--- src/design/sam_pkg.sv ---
package sam_pkg;

  localparam int unsigned DefaultDepth      = 1024;
  localparam int unsigned DefaultKeyWidth   = 32;
  localparam int unsigned DefaultValueWidth = 32;

  localparam int unsigned CmdWidth    = 1;
  localparam int unsigned KeyPortW    = 32;
  localparam int unsigned ValuePortW  = 32;
  localparam int unsigned StatusWidth = 2;
  localparam int unsigned TotalWidth  = 11;

  localparam logic [CmdWidth-1:0] CmdAdd    = 1'b0;
  localparam logic [CmdWidth-1:0] CmdLookup = 1'b1;

  localparam logic [StatusWidth-1:0] StOk   = 2'd0;
  localparam logic [StatusWidth-1:0] StDup  = 2'd1;
  localparam logic [StatusWidth-1:0] StFull = 2'd2;
  localparam logic [StatusWidth-1:0] StMiss = 2'd3;

  // Transaction as it travels from the front part to the back part.
  typedef struct packed {
    logic [CmdWidth-1:0]   cmd;
    logic [KeyPortW-1:0]   key;
    logic [ValuePortW-1:0] value;
  } txn_t;

endpackage

--- src/design/sam_front.sv ---
module sam_front (
  input  logic                             clk_i,
  input  logic                             rst_ni,
  input  logic                             start,
  input  logic                             busy,
  input  logic [sam_pkg::CmdWidth-1:0]     cmd_i,
  input  logic [sam_pkg::KeyPortW-1:0]     key_i,
  input  logic [sam_pkg::ValuePortW-1:0]   value_i,
  output logic                             q_valid_o,
  output sam_pkg::txn_t                    q_txn_o,
  input  logic                             q_pop_i
);

  // Single-entry queue: the port's busy keeps it from overflowing.
  logic          valid_q, valid_d;
  sam_pkg::txn_t txn_q;

  always_comb begin
    valid_d = valid_q;
    if (q_pop_i) begin
      valid_d = 1'b0;
    end
    if (start && !busy) begin
      valid_d = 1'b1;
    end
  end

  always_ff @(posedge clk_i or negedge rst_ni) begin
    if (!rst_ni) begin
      valid_q <= 1'b0;
    end else begin
      valid_q <= valid_d;
    end
  end

  always_ff @(posedge clk_i) begin
    if (start && !busy) begin
      txn_q.cmd   <= cmd_i;
      txn_q.key   <= key_i;
      txn_q.value <= value_i;
    end
  end

  assign q_valid_o = valid_q;
  assign q_txn_o   = txn_q;

endmodule

--- config.mk ---
export PLATFORM = sky130hd
export DESIGN_NAME = sam_front
export DESIGN_NICKNAME = d
export VERILOG_FILES = /design/src/design/sam_pkg.sv /design/src/design/sam_front.sv
export SDC_FILE = /design/constraint.sdc
export NUM_CORES = 1
export LEC_CHECK = 0
export ABC_CLOCK_PERIOD_IN_PS = 900
export BUFFER_PORTS_ARGS = -buffer_cell sky130_fd_sc_hd__buf_2
export CORE_AREA = 4 4 54 105
export CTS_BUF_LIST = sky130_fd_sc_hd__clkbuf_8
export CTS_CLUSTER_DIAMETER = 40
export DETAILED_ROUTE_END_ITERATION = 16
export DIE_AREA = 0 0 58 109
export HOLD_SLACK_MARGIN = 0.1
export PLACE_DENSITY = 0.87
export SLEW_MARGIN = 20
export SYNTH_ARGS = -nofsm -noshare
export SYNTH_HDL_FRONTEND = slang
export SYNTH_SLANG_ARGS = --single-unit
--- constraint.sdc ---
create_clock -name clk_i -period 0.9 [get_ports clk_i]
set_input_delay 0.09 -clock clk_i [delete_from_list [all_inputs] [get_ports clk_i]]
set_output_delay 0.09 -clock clk_i [all_outputs]
set_load 0.1 [all_outputs]
==> results of run 1 <==
through the flow:
stage	instance area [µm²]	TNS (ps)	util, %	hold WS, ps	setup slack [ps]
after floorplan	2000	-46760	-	-206	-619
after detailed placement	3780	-1700	77.7	-134	-41.9
after global placement	3780	-557	77.7	-133	-18.3
kinds of logic after synthesis:
group	after synthesis
AOI/OAI and AO/OA	1
DFF	66
buffers and inverters	1
and+or+nand+nor	1
cell usage after synthesis:
cell,count,share of area (%)
a21o_1,1,0.38
dfrtp_1,1,1.2
edfxtp_1,65,97
inv_1,1,0.19
nor2b_4,1,0.69
==> results.sh, run 1 <==
export IMPL_outcome="did not finish"
export IMPL_haltStage="clock tree synthesis (4_1_cts)"
export IMPL_stop_error="[ERROR DPL-0033] detailed placement checks failed during check placement."
export IMPL_syn_area_um2=2000
export IMPL_synth_cell_types=5
export IMPL_ios=136
export IMPL_dp_cells=263
export IMPL_root_buffer="clkbuf_8"
export IMPL_synth_fa_ha_area_share_pct=0
export IMPL_clock_sinks=66
export IMPL_cts_path_max_buffers=2
export IMPL_cts_resized=0
export IMPL_initial_core_util_pct=41.2
export IMPL_seq_area_frac_synth_pct=98.8
export IMPL_cts_hold_buffers_added=68
export IMPL_cts_buffers=9
export IMPL_synth_xor_area_share_pct=0
export IMPL_die_y_um=109
export IMPL_synth_seq_cells=66
export IMPL_cts_setup_buffers=0
export IMPL_syn_inst=69
export IMPL_rows=36
export IMPL_htreeDepth=3
export IMPL_avgSynthCellArea_um2=29.0
export IMPL_portBuffers=135
export IMPL_synthSimpleGateAreaFrac_pct=0.687
export IMPL_synth_compound_area_share_pct=0.375
export IMPL_synth_warnings=0
export IMPL_synthMuxAreaShare_pct=0
export IMPL_synth_top_family_by_area="simple AND/OR/NAND/NOR gates"
export IMPL_synth_fp_nets=139
export IMPL_die_x_um=58
export IMPL_gp_congestion=0.697
==> inputs of run 2 (changes only) <==
Settings changed: CORE_AREA 4 4 54 105 to 4 4 87 89, CTS_BUF_LIST sky130_fd_sc_hd__clkbuf_8 to not set, CTS_CLUSTER_DIAMETER 40 to not set, DIE_AREA 0 0 58 109 to 0 0 91 93, HOLD_SLACK_MARGIN 0.1 to not set, PLACE_DENSITY 0.87 to not set, PLACE_DENSITY_LB_ADDON set to 0.15.
==> results.sh, run 2 <==
export IMPL_cts_buffers=9
export IMPL_netSwitchingFraction_pct=34.2
export IMPL_synth_seq_cells=66
export IMPL_globalRouteMet1Util_pct=14.6
export IMPL_initial_core_util_pct=29.6
export IMPL_post_place_ws_ps=-43.5
export IMPL_power_switching_mw=2.93
export IMPL_drive_gt1_share_pct=53.3
export IMPL_synth_cell_types=5
export IMPL_yosys_area_top_type="edfxtp_1"
export IMPL_num_antenna_cells=0
export IMPL_yosys_most_used_dff="edfxtp_1"
export IMPL_r2r_end="q_valid_o$_DFFE_PN0P_"
export IMPL_setup_viol=66
export IMPL_violations="setup timing"
export IMPL_ios=136
export IMPL_fin_cells=369
export IMPL_final_cell_mix="buf_2 (69), buf_12 (68), dlygate4sd3_1 (66), edfxtp_1 (65), clkbuf_8 (9)"
export IMPL_p_int_mw=5.64
export IMPL_use_met3_pct=6.52
export IMPL_grt_overflow=0
export IMPL_reg2reg_depth=1
export IMPL_synthArstFlopShare_pct=1.52
export IMPL_p_per_area_nw_per_um2=1850
export IMPL_fin_ws_ps=-144
export IMPL_wl_um=5830
export IMPL_hold_violations=0
export IMPL_layout_min_cycle_time_ps=1040
export IMPL_final_common_cell="buf_2"
export IMPL_htreeDepth=3
export IMPL_grt_usage_pct=14.2
export IMPL_root_buffer="clkbuf_8"
export IMPL_drtIter0Drc=37
export IMPL_wire_per_inst_um=15.8
export IMPL_maxSlewHeadroom_pct=88.0
export IMPL_areaGrowthSynthToFinish_pct=132
export IMPL_p_leak_nw=1.91
export IMPL_grt_antenna_before_repair=0
export IMPL_ir_drop_mv=1.04
export IMPL_pwr_share_comb_pct=31.8
export IMPL_grt_pass1_wl_um=9050
export IMPL_hold_path_depth=3
export IMPL_fp_coreArea_um2=6760
export IMPL_seq_area_frac_synth_pct=98.8
export IMPL_placed_area_um2=3820
export IMPL_dieArea_um2=8460
export IMPL_cpPeakStageDelay_ps=430
export IMPL_path_cells="buf_12"
export IMPL_synthTopCellsByCount="edfxtp_1 (65), a21o_1 (1), dfrtp_1 (1), inv_1 (1), nor2b_4 (1)"
export IMPL_cp_depth=1
export IMPL_pwr_share_clk_pct=24.0
export IMPL_dp_cells=287
export IMPL_syn_area_um2=2000
export IMPL_synth_most_common_cell="edfxtp_1"
export IMPL_largest_reg_flops=65
export IMPL_rows=30
export IMPL_grt_pass1_vias=1747
export IMPL_ys_top_cells_by_area="edfxtp_1 (98%), dfrtp_1 (1.3%), nor2b_4 (0.69%)"
export IMPL_drt_pass1_iter_count=4
export IMPL_fmax_mhz=958
export IMPL_rrSetupSlack_ps=210
export IMPL_synth_top_area_share_pct=97.5
export IMPL_portBuffers=135
export IMPL_cp_startpoint="q_txn_o[13]$_DFFE_PP_"
export IMPL_clock_sinks=66
export IMPL_crit_type="register to primary output"
export IMPL_grt_max_degree=33
export IMPL_cts_path_max_buffers=2
export IMPL_rsz0062_at_grt="yes"
export IMPL_cts_tree="yes"
export IMPL_path_delay_family="flip-flops"
export IMPL_drtAntennaViolNets=0
export IMPL_tightest_slew_ps=180
export IMPL_drc_errors=0
export IMPL_gr_max_usage_layer="met2"
export IMPL_crit_end="q_txn_o[13]"
export IMPL_crit_required_ps=810
export IMPL_outcome="finished with violations"
export IMPL_reg2reg_from="q_valid_o$_DFFE_PN0P_"
export IMPL_die_y_um=93
export IMPL_critPathBufInv=1
export IMPL_fin_nets=354
export IMPL_fin_skew_ps=0
export IMPL_hold_class="input pin to register"
export IMPL_gp_congestion=0.682
export IMPL_vias=1515
export IMPL_clkTransAtPathRegs_ps=80
export IMPL_clkLatencyLatePin_ps=320
export IMPL_tns_ps=-8030
export IMPL_syn_inst=69
export IMPL_synth_edf_count=65
export IMPL_cp_slowest_cell="edfxtp_1"
export IMPL_gr_usage_met2_pct=24.6
export IMPL_endpoint_kind="primary output"
export IMPL_crit_path_start_kind="register"
export IMPL_maxCapViolCount=0
export IMPL_pwr_share_seq_pct=44.1
export IMPL_stdcell_area_um2=4640
export IMPL_synth_fp_nets=139
export IMPL_avgSynthCellArea_um2=29.0
export IMPL_timing_final_crit_share_pct=116
export IMPL_via_per_inst=4.11
export IMPL_maxSlewViolCount=0
export IMPL_cts_setup_buffers=0
export IMPL_die_x_um=91
export IMPL_cp_max_fo=1
export IMPL_synth_warnings=0
export IMPL_cp_arrival_ps=950
==> run 2: final cells by class <==
cell class / instances / area, µm²
flip-flops and latches: 66 / 1980
clock inverters: 6 / 33.8
inverters: 1 / 3.75
repair buffers: 204 / 2370
clock buffers: 10 / 128
multi-input cells: 2 / 21.3
fillers: 433 / 2120
well taps: 80 / 100
==> run 2: layer usage <==
layer	up-vias	share of wire [%]
met2	90	53
li1	707	-
met4	0	1.2
met3	6	11
met5	-	0
met1	712	35
==> run 2: cells by family (layout without fill, tap and decap cells) <==
kind of cell / Yosys count / after routing / share of synthesized area, %
and+or+nand+nor: 1 / 1 / 0.687
AOI/OAI and AO/OA: 1 / 1 / 0.375
DFF: 66 / 66 / 98.7
buffers and inverters: 1 / 221 / 0.187
==> run 2: power groups by stage <==
| stage | registers [mW] | clock network, mW | logic [mW] |
|---|---|---|---|
| after floorplan | 5.19 | 0 | 0.0479 |
| after global routing | 3.80 | 2.27 | 2.79 |
| after detailed placement | 3.85 | 0 | 2.51 |
| after global placement | 3.84 | 0 | 2.49 |
| after CTS | 3.78 | 2.12 | 2.73 |
| final | 3.78 | 2.06 | 2.73 |
==> run 2: how the worst min path moves through the flow <==
stage / start / slack (ps) / endpoint
final: q_pop_i / 50 / q_valid_o$_DFFE_PN0P_
after global routing: rst_ni / 40 / q_valid_o$_DFFE_PN0P_
after CTS: q_pop_i / 20 / q_valid_o$_DFFE_PN0P_
after detailed placement: rst_ni / -130 / q_valid_o$_DFFE_PN0P_
after global placement: rst_ni / -130 / q_valid_o$_DFFE_PN0P_
after floorplan: rst_ni / -210 / q_valid_o$_DFFE_PN0P_
==> run 2: what timing repair did <==
| action | CTS | global route |
|---|---|---|
| endpoints found under the hold margin | 66 | 0 |
| hold buffers | 66 | 0 |
| resized for setup | 0 | 0 |
| endpoints found under the setup margin | 66 | 66 |
==> run 2: stage by stage <==
step                utilization, %  hold WS [ps]  total power, mW
floorplan                        -          -206             5.24
global placement              56.5          -135             6.33
detailed placement            56.5          -131             6.36
CTS                           68.7          22.8             8.64
global route                  68.7          43.4             8.87
finish                        68.7          47.0             8.57
Power figures use the tool's default switching activity.
==> inputs of run 3 (changes only) <==
Settings changed: CTS_BUF_LIST set to sky130_fd_sc_hd__clkbuf_4 sky130_fd_sc_hd__clkbuf_8, PLACE_DENSITY_LB_ADDON 0.15 to not set.
==> results.sh, run 3 (synthesized netlist as in run 2, its figures left out) <==
export IMPL_tightest_slew_ps=292
export IMPL_fin_ws_ps=-175
export IMPL_grt_antenna_before_repair=0
export IMPL_stdcell_area_um2=4720
export IMPL_drtIter0Drc=59
export IMPL_cts_buffers=9
export IMPL_cp_slowest_cell="edfxtp_1"
export IMPL_holdWs_ps=84.5
export IMPL_die_x_um=91
export IMPL_root_buffer="clkbuf_8"
export IMPL_maxSlewHeadroom_pct=80.5
export IMPL_reg2reg_from="q_valid_o$_DFFE_PN0P_"
export IMPL_crit_path_start_kind="register"
export IMPL_final_common_cell="buf_2"
export IMPL_hold_path_depth=3
export IMPL_fin_skew_ps=0
export IMPL_dp_cells=286
export IMPL_path_delay_family="flip-flops"
export IMPL_die_y_um=93
export IMPL_grt_pass1_vias=1816
export IMPL_timing_final_crit_share_pct=119
export IMPL_hold_violations=0
export IMPL_path_cells="buf_12"
export IMPL_dieArea_um2=8460
export IMPL_maxSlewViolCount=0
export IMPL_cts_path_max_buffers=2
export IMPL_reg2reg_depth=3
export IMPL_setup_viol=67
export IMPL_wl_um=6740
export IMPL_hpwl_um=4030
export IMPL_cp_max_fo=1
export IMPL_gp_congestion=0.691
export IMPL_htreeDepth=3
export IMPL_fin_nets=355
export IMPL_grt_max_degree=45
export IMPL_drive_gt1_share_pct=54.1
export IMPL_areaGrowthSynthToFinish_pct=136
export IMPL_placed_area_um2=3800
export IMPL_num_antenna_cells=0
export IMPL_portBuffers=135
export IMPL_rows=30
export IMPL_layout_min_cycle_time_ps=1080
export IMPL_cts_tree="yes"
export IMPL_initial_core_util_pct=29.6
export IMPL_crit_end="q_txn_o[36]"
export IMPL_endpoint_kind="primary output"
export IMPL_drtAntennaViolNets=0
export IMPL_grt_usage_pct=16.9
export IMPL_cp_depth=1
export IMPL_wire_per_inst_um=18.2
export IMPL_outcome="finished with violations"
export IMPL_cpPeakStageDelay_ps=450
export IMPL_critPathBufInv=1
export IMPL_cp_startpoint="q_txn_o[36]$_DFFE_PP_"
export IMPL_clock_sinks=66
export IMPL_ir_drop_mv=1.31
export IMPL_fin_cells=370
export IMPL_grt_pass1_wl_um=10200
export IMPL_crit_required_ps=810
export IMPL_tns_ps=-8980
export IMPL_rsz0062_at_grt="yes"
export IMPL_post_place_ws_ps=-93.6
export IMPL_ios=136
export IMPL_cp_arrival_ps=990
export IMPL_vias=1548
export IMPL_violations="setup timing"
export IMPL_clkTransAtPathRegs_ps=80
export IMPL_drc_errors=0
export IMPL_fp_coreArea_um2=6760
export IMPL_final_cell_mix="buf_2 (69), buf_12 (67), dlygate4sd3_1 (66), edfxtp_1 (65), clkbuf_8 (9)"
export IMPL_r2r_end="q_valid_o$_DFFE_PN0P_"
export IMPL_grt_overflow=0
export IMPL_p_per_area_nw_per_um2=2030
export IMPL_via_per_inst=4.18
export IMPL_largest_reg_flops=65
export IMPL_rrSetupSlack_ps=-60
export IMPL_crit_type="register to primary output"
export IMPL_drt_pass1_iter_count=4
export IMPL_clkLatencyLatePin_ps=330
export IMPL_maxCapViolCount=0
export IMPL_hold_class="input pin to register"
export IMPL_final_util_pct=69.9
export IMPL_p_total_mw=9.58
export IMPL_fmax_mhz=930
export IMPL_p_leak_nw=1.95
-- run 3: worst min-delay path by stage --
stage / from / end / slack (ps)
after floorplan: rst_ni / q_valid_o$_DFFE_PN0P_ / -210
after global placement: rst_ni / q_valid_o$_DFFE_PN0P_ / -140
after detailed placement: rst_ni / q_valid_o$_DFFE_PN0P_ / -130
after CTS: rst_ni / q_valid_o$_DFFE_PN0P_ / 30
after global routing: q_pop_i / q_valid_o$_DFFE_PN0P_ / 90
final: q_pop_i / q_valid_o$_DFFE_PN0P_ / 80
-- run 3: cell type report --
cell class                 instances  area [µm²]
sequential                        66        1980
tap                               80         100
timing repair buffer             205        2370
clock inverter                     7         124
fill                             405        2040
multi-input combinational          2        21.3
inverter                           1        3.75
clock buffer                       9         124
-- run 3: repair_timing --
item,4_1_cts,5_1_grt
endpoints found under the setup margin,66,66
hold buffers,66,0
resized for setup,0,0
endpoints found under the hold margin,66,0
buffers inserted,1,1
-- run 3: per-layer routing --
metal	GRT usage, %	part of all wire (%)	vias to the layer above
met5	0	0	-
met4	7.04	1.9	0
met3	11.1	14	12
met2	29.5	53	100
met1	15.4	31	726
li1	-	-	710
-- run 3: where the power goes --
group | leakage (nW) | switching [mW] | internal, mW
Combinational | 1.21 | 1.71 | 1.04
Sequential | 0.621 | 0.175 | 3.62
Clock | 0.120 | 1.17 | 1.86
==> inputs of run 4 (changes only) <==
Settings changed: ABC_CLOCK_PERIOD_IN_PS 900 to 1100.
Clock period 0.9 ns to 1.1 ns, I/O delays scaled along.
==> results.sh, run 4 (synthesized netlist as in run 2, its figures left out) <==
export IMPL_path_delay_family="flip-flops"
export IMPL_drt_pass1_iter_count=4
export IMPL_num_antenna_cells=0
export IMPL_wire_per_inst_um=18.0
export IMPL_hold_class="input pin to register"
export IMPL_clock_sinks=66
export IMPL_drtAntennaViolNets=0
export IMPL_maxCapViolCount=0
export IMPL_grt_max_degree=35
export IMPL_rows=30
export IMPL_rsz0062_at_grt="yes"
export IMPL_cp_startpoint="q_txn_o[7]$_DFFE_PP_"
export IMPL_layout_min_cycle_time_ps=1100
export IMPL_grt_usage_pct=16.6
export IMPL_critPathBufInv=1
export IMPL_final_util_pct=69.4
export IMPL_post_place_ws_ps=117
export IMPL_drc_errors=0
export IMPL_fmax_mhz=912
export IMPL_cts_resized=0
export IMPL_setup_viol=0
export IMPL_cts_buffers=9
export IMPL_maxSlewViolCount=0
export IMPL_fin_skew_ps=0
export IMPL_hpwl_um=3890
export IMPL_grt_overflow=0
export IMPL_cts_setup_buffers=0
export IMPL_cts_tree="yes"
export IMPL_portBuffers=135
export IMPL_die_x_um=91
export IMPL_clkLatencyLatePin_ps=330
export IMPL_initial_core_util_pct=29.6
export IMPL_gp_congestion=0.679
export IMPL_grt_pass1_vias=1777
export IMPL_grt_antenna_before_repair=0
export IMPL_cts_path_max_buffers=2
export IMPL_endpoint_kind="primary output"
export IMPL_cp_max_fo=1
export IMPL_vias=1532
export IMPL_fin_nets=353
export IMPL_root_buffer="clkbuf_8"
export IMPL_drive_gt1_share_pct=53.5
export IMPL_htreeDepth=3
export IMPL_cp_arrival_ps=990
export IMPL_via_per_inst=4.16
export IMPL_drtIter0Drc=88
export IMPL_clkTransAtPathRegs_ps=80
export IMPL_path_cells="buf_12"
export IMPL_crit_type="register to primary output"
export IMPL_grt_pass1_wl_um=10100
export IMPL_dieArea_um2=8460
export IMPL_fp_coreArea_um2=6760
export IMPL_tightest_slew_ps=183
export IMPL_cpPeakStageDelay_ps=450
export IMPL_final_common_cell="buf_2"
export IMPL_largest_reg_flops=65
export IMPL_crit_path_start_kind="register"
export IMPL_p_leak_nw=1.94
export IMPL_timing_final_crit_share_pct=99.7
export IMPL_fin_ws_ps=3.07
export IMPL_p_per_area_nw_per_um2=1620
export IMPL_wl_um=6630
export IMPL_outcome="finished, final reports clean"
export IMPL_rrSetupSlack_ps=410
export IMPL_crit_required_ps=990
export IMPL_maxSlewHeadroom_pct=87.8
export IMPL_hold_start="q_pop_i"
export IMPL_ios=136
export IMPL_final_cell_mix="buf_2 (69), buf_12 (68), dlygate4sd3_1 (66), edfxtp_1 (65), clkbuf_8 (9)"
export IMPL_cp_slowest_cell="edfxtp_1"
export IMPL_areaGrowthSynthToFinish_pct=134
export IMPL_die_y_um=93
export IMPL_ir_drop_mv=1.16
export IMPL_reg2reg_from="q_valid_o$_DFFE_PN0P_"
export IMPL_hold_violations=0
-- run 4: cell count changes in the layout (fill, tap and decap cells not counted), sizes merged --
cell,previous run,this run
clkinv,1,2
buf,139,137
clkbuf,9,10
inv,3,2
bufinv,3,2
-- run 4: area by class of cell --
type,instances,area [µm²]
clock buffers,10,131
clock inverters,6,90.1
fillers,411,2070
inverters,1,3.75
multi-input cells,2,21.3
flip-flops and latches,66,1980
well taps,80,100
repair buffers,203,2370
-- run 4: power by group --
part | internal, mW | switching (mW) | total, mW
Clock | 1.31 | 0.929 | 2.24
Combinational | 0.852 | 1.39 | 2.25
Sequential | 2.96 | 0.138 | 3.10
-- run 4: what timing repair did --
item | in CTS | in global routing
endpoints found under the setup margin | 0 | 14
hold buffers | 66 | 0
hold endpoints to repair | 66 | 0
-- run 4: metal layers --
| layer | track usage (%) | wire length [µm] |
|---|---|---|
| met1 | 16.2 | 2220 |
| met2 | 28.8 | 3520 |
| met3 | 9.17 | 792 |
| met4 | 7.41 | 107 |
| met5 | 0 | 0 |
-- run 4: path summary, 6_finish.rpt --
kind / to / cells after the start
max: q_txn_o[7] / 1
min: q_valid_o$_DFFE_PN0P_ / 3
max reg2reg: q_valid_o$_DFFE_PN0P_ / 1
min reg2reg: q_valid_o$_DFFE_PN0P_ / 1
max in group asynchronous: q_valid_o$_DFFE_PN0P_ / 2
min in group asynchronous: q_valid_o$_DFFE_PN0P_ / 2
-- run 4: metrics by stage --
step	instances	setup TNS, ps	hold WS [ps]	power, mW	instance area (µm²)
2_1_floorplan	69	-28760	-186	4.29	2000
3_3_place_gp	286	0	-115	5.18	3810
3_5_place_dp	286	0	-112	5.20	3810
4_1_cts	368	0	39.3	7.62	4690
5_1_grt	368	-185	45.6	7.81	4690
6_report	368	0	57.5	7.58	4690
